[src/rtl/core/oic_ram.sv]
// Generic single-write, single-read RAM with registered read data.
`default_nettype none

module oic_ram #(
  parameter int WIDTH = 8,
  parameter int DEPTH = 16
) (
  input  wire logic                     clk,
  input  wire logic                     we,
  input  wire logic [$clog2(DEPTH)-1:0] waddr,
  input  wire logic [WIDTH-1:0]         wdata,
  input  wire logic                     re,
  input  wire logic [$clog2(DEPTH)-1:0] raddr,
  output logic      [WIDTH-1:0]         rdata
);

  logic [WIDTH-1:0] mem [DEPTH];

  always_ff @(posedge clk) begin
    if (we) begin
      mem[waddr] <= wdata;
    end
    if (re) begin
      rdata <= mem[raddr];
    end
  end

endmodule

`default_nettype wire

[config.mk]
export PLATFORM = sky130hd
export DESIGN_NAME = oic_ram
export DESIGN_NICKNAME = d
export VERILOG_FILES = /design/src/rtl/core/oic_ram.sv
export SDC_FILE = /design/constraint.sdc
export NUM_CORES = 1
export LEC_CHECK = 0
export BUFFER_PORTS_ARGS = -buffer_cell sky130_fd_sc_hd__buf_2
export CAP_MARGIN = 20
export CORE_MARGIN = 2
export CORE_UTILIZATION = 55
export CTS_CLUSTER_DIAMETER = 200
export CTS_CLUSTER_SIZE = 20
export DETAILED_ROUTE_END_ITERATION = 16
export PLACE_DENSITY = 0.73
export SETUP_SLACK_MARGIN = 0.5
export SLEW_MARGIN = 15
export SYNTH_ARGS = -nofsm -noshare
export SYNTH_HDL_FRONTEND = slang
export SYNTH_SLANG_ARGS = --single-unit
[constraint.sdc]
create_clock -name clk -period 2.3 [get_ports clk]
set_clock_uncertainty 0.05 [all_clocks]
set_input_delay 0.345 -clock clk [delete_from_list [all_inputs] [get_ports clk]]
set_output_delay 0.345 -clock clk [all_outputs]
set_load 0.005 [all_outputs]
After elaboration in Yosys (flattened, before gate mapping)
Memories as Yosys holds them, arrays and structs flattened. A register that Yosys moved wholly into a read port is not among the register bits.
Cells that the tools add are included.
{ "word_totals": {"regBits": 0, "word_cells": 3, "ramBits": 128, "input_bits": 19, "memories": 1, "out_inout_bits": 8} }
{ "memory_table": {"columns": ["memory", "words", "word_bits", "read_ports", "rd_clocked_by_memory_dff", "write_ports", "line", "rtl"], "rows": [
  ["mem", 16, 8, 1, 1, 1, "17", "logic [WIDTH-1:0] mem [DEPTH];"]
]} }
{ "classes": {"mux": 2} }
{ "op_table": {"columns": ["cell", "count"], "rows": [
  ["$mux 1", 2]
]} }

Depth between registers and ports, before layout
Gate-level depths: netlist of the first run.
{ "logic_depth": {"ltp_word": 2, "depth_mapped": 5, "ltp_nobuf": 3} }

Least setup slack after synthesis of the first run
Ideal clock, no wire load.
{ "synth_path": {"path_kind": "input to register", "from": "input waddr[2]", "to": "memory mem[0][0], enable pin", "setup_time_ns": 0.383, "stages": 2, "arrival_time_ns": 1.455, "setup_slack_ns": 0.412, "required_ns": 1.867, "path_cell_list": "or3b_2 nor3_1"} }
{ "synth_rtl": {"columns": ["item", "line", "rtl"], "rows": [
  ["from (decl)", "10", "input wire logic [$clog2(DEPTH)-1:0] waddr,"],
  ["to (decl)", "17", null]
]} }
Straight into the memory's write port.

==> results of run 1 <==
[final cells by class]
cell class	count	share of cell area, %
clock inverter	15	2.59
clock buffer	17	6.70
timing repair buffer	45	4.82
multi-input combinational	83	17.2
tap	129	2.61
sequential	136	66.1
[through the flow]
stage               hold WS (ns)  total power, mW  area, um^2  std cells  util, %
floorplan                  0.394             3.00        5230        229        -
global placement           0.678             3.10        5610        393     60.7
detailed placement         0.688             3.11        5610        393     60.7
CTS                        0.143             5.70        6180        425     66.9
global route               0.138             5.84        6180        425     66.9
finish                     0.154             5.67        6180        425     66.9
[registers in the layout, summed over array words and instances, names as in the netlist]
signal and cells:
rdata 8, mem 128
[path summary, 6_finish.rpt]
| kind | startpoint | to | slack (ns) | cells past startpoint |
|---|---|---|---|---|
| min | wdata[1] | mem[9][1]$_DFFE_PP_ | 0.15 | 1 |
| max | mem[0][0]$_DFFE_PP_ | rdata[0]$_DFFE_PP_ | 0.73 | 3 |
| max reg2reg | mem[0][0]$_DFFE_PP_ | rdata[0]$_DFFE_PP_ | 0.73 | 3 |
| min reg2reg | mem[11][3]$_DFFE_PP_ | rdata[3]$_DFFE_PP_ | 0.71 | 3 |
[metal layers]
| metal | global-route usage [%] | routed length [um] | vias up |
|---|---|---|---|
| li1 | - | - | 1092 |
| met5 | 0 | 0 | - |
| met3 | 6.97 | 637 | 11 |
| met2 | 34.0 | 5050 | 108 |
| met1 | 30.9 | 4310 | 1316 |
| met4 | 8.94 | 157 | 0 |
[cell families after synthesis]
group	after synthesis	share of synthesized area [%]
DFF	136	78.1
and+or+nand+nor	35	3.14
muxes	32	14.8
AOI/OAI and AO/OA	16	2.30
buffers and inverters	10	1.65
[critical path, cell delays in order (launching register included)]
cell	delay (ns)
edfxtp_1	0.37
mux4_1	0.49
a22oi_1	0.28
nand2_1	0.12
[power by group]
group          internal [mW]  total (mW)  switching [mW]
sequential              2.79        2.81          0.0155
combinational          0.109       0.252           0.143
clock                   1.63        2.61           0.978
total                   4.53        5.67            1.14
[cell usage in the layout (no fill, tap or decap), drive strengths merged]
cell type,instances
a22oi,16
buf,45
edfxtp,136
and2b,1
nor2,13
nand3b,2
nand3,1
bufinv,3
nand2b,2
nor3,4
nor2b,1
and2,1
mux4,32
or3b,1
clkbuf,17
clkinv,8
clkinvlp,4
nand2,9
==> flow_summary_export.csv, run 1 <==
group,metric,value,unit
floorplanning,die_x,101,um
worst_setup_path,worst_setup_path_start_kind,"register",
drt,drt-initial-drc-count,217,
floorplanning,fp.dieH,101,um
yosys,syn-num-nets,248,
cts,cts_setup_buffers,0,
timing,post-route-min-period,1.57,ns
yosys,synth_top_area_cell,"edfxtp_1",
status,outcome,"finished clean",
power_and_ir_drop,irDropWorstVdd,0.543,mV
layout,diodes,0,
layout,final_layout_size_suffix_gt1_share,31.8,%
placed_design,port_buffers,26,
drt,via_per_inst,5.95,
drt,drc,0,
drt,dr.pass1.iters,4,
yosys,netlist.area_leader.share,78.1,%
min_path,hp-class,"in2reg",
global_route,grt_pass1_vias,2620,
yosys,yosysWarnings,0,
floorplanning,dieArea,10300,um^2
yosys,synth_area,5230,um^2
timing,fin_crit_sh,68.3,%
timing,hold_viol,0,
cts,clk_pin_slew_worst_paths,0.06,ns
cts,cts_sinks,136,
timing,setup_viol,0,
cts,worstSkewPairLatency,0.52,ns
layout,fillers,572,
global_route,grt_max_degree,33,
placed_design,dp_hpwl,6080,um
global_route,antenna_found_initial,0,
layout,nNetsFinal,302,
floorplanning,pin_count,27,
worst_setup_path,crit_type,"reg2reg",
global_route,grt_first_pass_wirelength,15800,um
timing,setup-tns-final,0,ns
timing,max_freq,637,MHz
timing,drv_slew,0,
yosys,syn_avg_cell_area,22.8,um^2
cts,clockBufferDepth,2,
worst_setup_path,crit_path_max_fanout,1,
placed_design,dp_worst_setup_slack,0.273,ns
cts,cts_resized,0,
global_route,grt-ovfl-total,0,
cts,cts_buffers,17,
timing,rsz0062_at_grt,"false",
layout,register_area,4080,um^2
drt,vias,2527,
flow_run,drv_cap,0,
floorplanning,start_util,56.6,%
cts,cts.htree.levels,4,
layout,area_delta_synth_final,18.2,%
yosys,synthFlopType,"edfxtp_1",
worst_setup_path,cp-end-kind,"register",
power_and_ir_drop,p_leak,2.09,nW
yosys,synthMostInstantiatedCell,"edfxtp_1",
power_and_ir_drop,powerDensity,917,nW/um^2
placed_design,finalWeightedCongestion,0.745,
floorplanning,rows,35,
yosys,synth_enable_flop_cells,136,
cts,ctsHoldBuffers,0,
timing,worstMarginPinSlew,0.772,ns
floorplanning,core,9240,um^2
worst_setup_path,cp.arrival,1.78,ns
drt,wire_per_inst,23.9,um
drt,drt_wl_total,10200,um
drt,drtAntennaViolNets,0,
timing,slew_headroom,48.4,%
layout,multi_input_area,1060,um^2
yosys,ys_seq_area_share,78.1,%
yosys,ys_seq_elements,136,
worst_setup_path,cp.required,2.50,ns
yosys,ys_top_cells_by_area,"edfxtp_1 (78%), mux4_2 (7.8%), mux4_1 (7.0%)",
cts,cts_tree,"done",
yosys,synth_common_cells,"edfxtp_1 (136), mux4_2 (18), a22oi_1 (16)",
yosys,synth_cell_types,18,
cts,clock-root-buffer,"clkbuf_8",
yosys,synth_cells,229,
timing,setup_ws,0.729,ns
yosys,synthArstFlopShare,0,%
global_route,track_usage,22.4,%
Power figures use the tool's default switching activity.
==> run 2, diff against run 1 <==
==> constraint.sdc (replaced) <==
create_clock -name clk -period 1.5 [get_ports clk]
set_clock_uncertainty 0.05 [all_clocks]
set_input_delay 0.225 -clock clk [delete_from_list [all_inputs] [get_ports clk]]
set_output_delay 0.225 -clock clk [all_outputs]
set_load 0.005 [all_outputs]
==> run 2 against run 1 <==
Against the previous run: routed wire length down 0.97%; critical path depth did not move; largest power group unchanged; highest routed layer unchanged; first-iteration DRC count up 26%; critical endpoint is now rdata[7]$_DFFE_PP_; sequential cell count is the same; cell count unchanged; combinational power rose by 90%; clock power increased by 53%.
==> flow_summary_export.csv, run 2 (synthesis results as in run 1) <==
group,metric,value,unit
status,outcome,"finished clean",
worst_setup_path,slowest_delay,0.51,ns
global_route,grt_pass1_vias,2635,
cts,clock-root-buffer,"clkbuf_8",
drt,via_per_inst,5.88,
min_path,hp-class,"in2reg",
placed_design,finalWeightedCongestion,0.683,
layout,area_delta_synth_final,23.5,%
cts,clockBufferDepth,2,
power_and_ir_drop,irDropWorstVdd,0.802,mV
placed_design,port_buffers,26,
global_route,track_usage,21.9,%
global_route,grt-ovfl-total,0,
drt,drt-initial-drc-count,273,
cts,cts_tree,"done",
drt,drt_wl_total,10100,um
timing,setup-tns-final,0,ns
drt,met1_length,4100,um
floorplanning,fp.dieH,101,um
layout,multi_input_area,1210,um^2
placed_design,dp_worst_setup_slack,-0.318,ns
timing,drv_slew,0,
worst_setup_path,worstPathCellList,"mux4_2, a22oi_2, nand2_1",
drt,wl_met3,604,um
power_and_ir_drop,p_total,8.77,mW
floorplanning,core,9240,um^2
floorplanning,dieArea,10300,um^2
layout,largest_register,"mem",
timing,slew_headroom,38.9,%
cts,ctsHoldBuffers,0,
layout,top_regs,"mem: 128 flops, rdata: 8 flops",
cts,cts_buffers,17,
layout,mostFrequentLayoutCells,"edfxtp_1 (136), mux4_2 (32), buf_2 (26), clkbuf_16 (16)",
timing,max_freq,685,MHz
worst_setup_path,crit_path_max_fanout,1,
drt,drc,0,
timing,fin_crit_sh,97.3,%
global_route,grt_first_pass_wirelength,15500,um
floorplanning,start_util,56.6,%
flow_run,drv_cap,0,
cts,cts.htree.levels,4,
drt,top_layer,"met4",
placed_design,dp_hpwl,6140,um
worst_setup_path,startpoint,"mem[2][7]$_DFFE_PP_",
cts,cts_setup_buffers,0,
timing,worstMarginPinSlew,0.914,ns
min_path,min_from,"wdata[4]",
layout,final_layout_size_suffix_gt1_share,45.9,%
worst_setup_path,crit_slowest_cell,"mux4_2",
worst_setup_path,crit_type,"reg2reg",
layout,largest_reg_flops,128,
timing,setup_ws,0.0409,ns
layout,fillers,564,
global_route,antenna_found_initial,0,
cts,cts_sinks,136,
power_and_ir_drop,powerDensity,1360,nW/um^2
worst_setup_path,cp-end-kind,"register",
layout,final_common_cell,"edfxtp_1",
layout,nNetsFinal,302,
floorplanning,die_x,101,um
drt,dr.pass1.iters,4,
cts,worstSkewPairLatency,0.51,ns
floorplanning,rows,35,
floorplanning,pin_count,27,
drt,wl_met2,5290,um
worst_setup_path,worst_setup_path_start_kind,"register",
global_route,grt_max_degree,22,
timing,rsz0062_at_grt,"true",
worst_setup_path,cp.required,1.70,ns
cts,clk_pin_slew_worst_paths,0.06,ns
worst_setup_path,r2r-start,"mem[2][7]$_DFFE_PP_",
drt,vias,2501,
power_and_ir_drop,p_leak,2.10,nW
layout,diodes,0,
drt,wire_per_inst,23.7,um
worst_setup_path,cp.arrival,1.66,ns
timing,hold_viol,0,
timing,setup_viol,0,
timing,post-route-min-period,1.46,ns
drt,drtAntennaViolNets,0,
layout,register_area,4080,um^2
[run 2: cell types whose count changed in the layout (fill, tap and decap cells not counted), moves of 7 or more]
cell,before,now
mux4_1,14,0
buf_4,17,7
a22oi_2,0,7
buf_12,2,12
mux4_2,18,32
nor2_4,0,12
nor2_1,13,1
a22oi_1,16,9
[run 2: worst max-delay path: cells and delay by family, from the launching register on]
kind | cells | cell delay, ns
multiplexers | 1 | 0.51
flip-flops | 1 | 0.39
AO/OA/AOI/OAI | 1 | 0.19
AND/OR/NAND/NOR | 1 | 0.08
[run 2: per-stage QoR]
step | instance area, um^2 | instances | util (%) | hold WS, ns
after global routing | 6450 | 425 | 69.8 | 0.0256
after floorplan | 5380 | 229 | - | 0.274
after CTS | 6430 | 425 | 69.6 | 0.0238
after global placement | 5840 | 393 | 63.2 | 0.561
after detailed placement | 5840 | 393 | 63.2 | 0.559
final | 6450 | 425 | 69.8 | 0.0537
[run 2: layout make-up]
type,count,share of cell area (%)
flip-flops and latches,136,63.3
multi-input cells,83,18.7
repair buffers,45,6.55
clock buffers,17,6.42
clock inverters,15,2.54
well taps,129,2.50
[run 2: report_power, final]
| group | internal, mW | switching (mW) |
|---|---|---|
| sequential | 4.28 | 0.0241 |
| clock | 2.39 | 1.60 |
| combinational | 0.213 | 0.264 |
[run 2: worst paths after layout]
kind / to / slack, ns / cells after the start
hold / removal: mem[5][4]$_DFFE_PP_ / 0.05 / 1
hold reg to reg: rdata[3]$_DFFE_PP_ / 0.72 / 3
setup reg to reg: rdata[7]$_DFFE_PP_ / 0.04 / 3
setup / recovery: rdata[7]$_DFFE_PP_ / 0.04 / 3
[run 2: repair_timing]
item	4_1_cts	5_1_grt
pin swaps	2	1
endpoints found under the setup margin	16	16
resized for setup	4	4
[run 2: metal layers]
| metal | vias to the layer above | track usage, % |
|---|---|---|
| met5 | - | 0 |
| li1 | 1082 | - |
| met4 | 0 | 6.13 |
| met3 | 4 | 6.00 |
| met1 | 1314 | 29.9 |
| met2 | 101 | 35.6 |
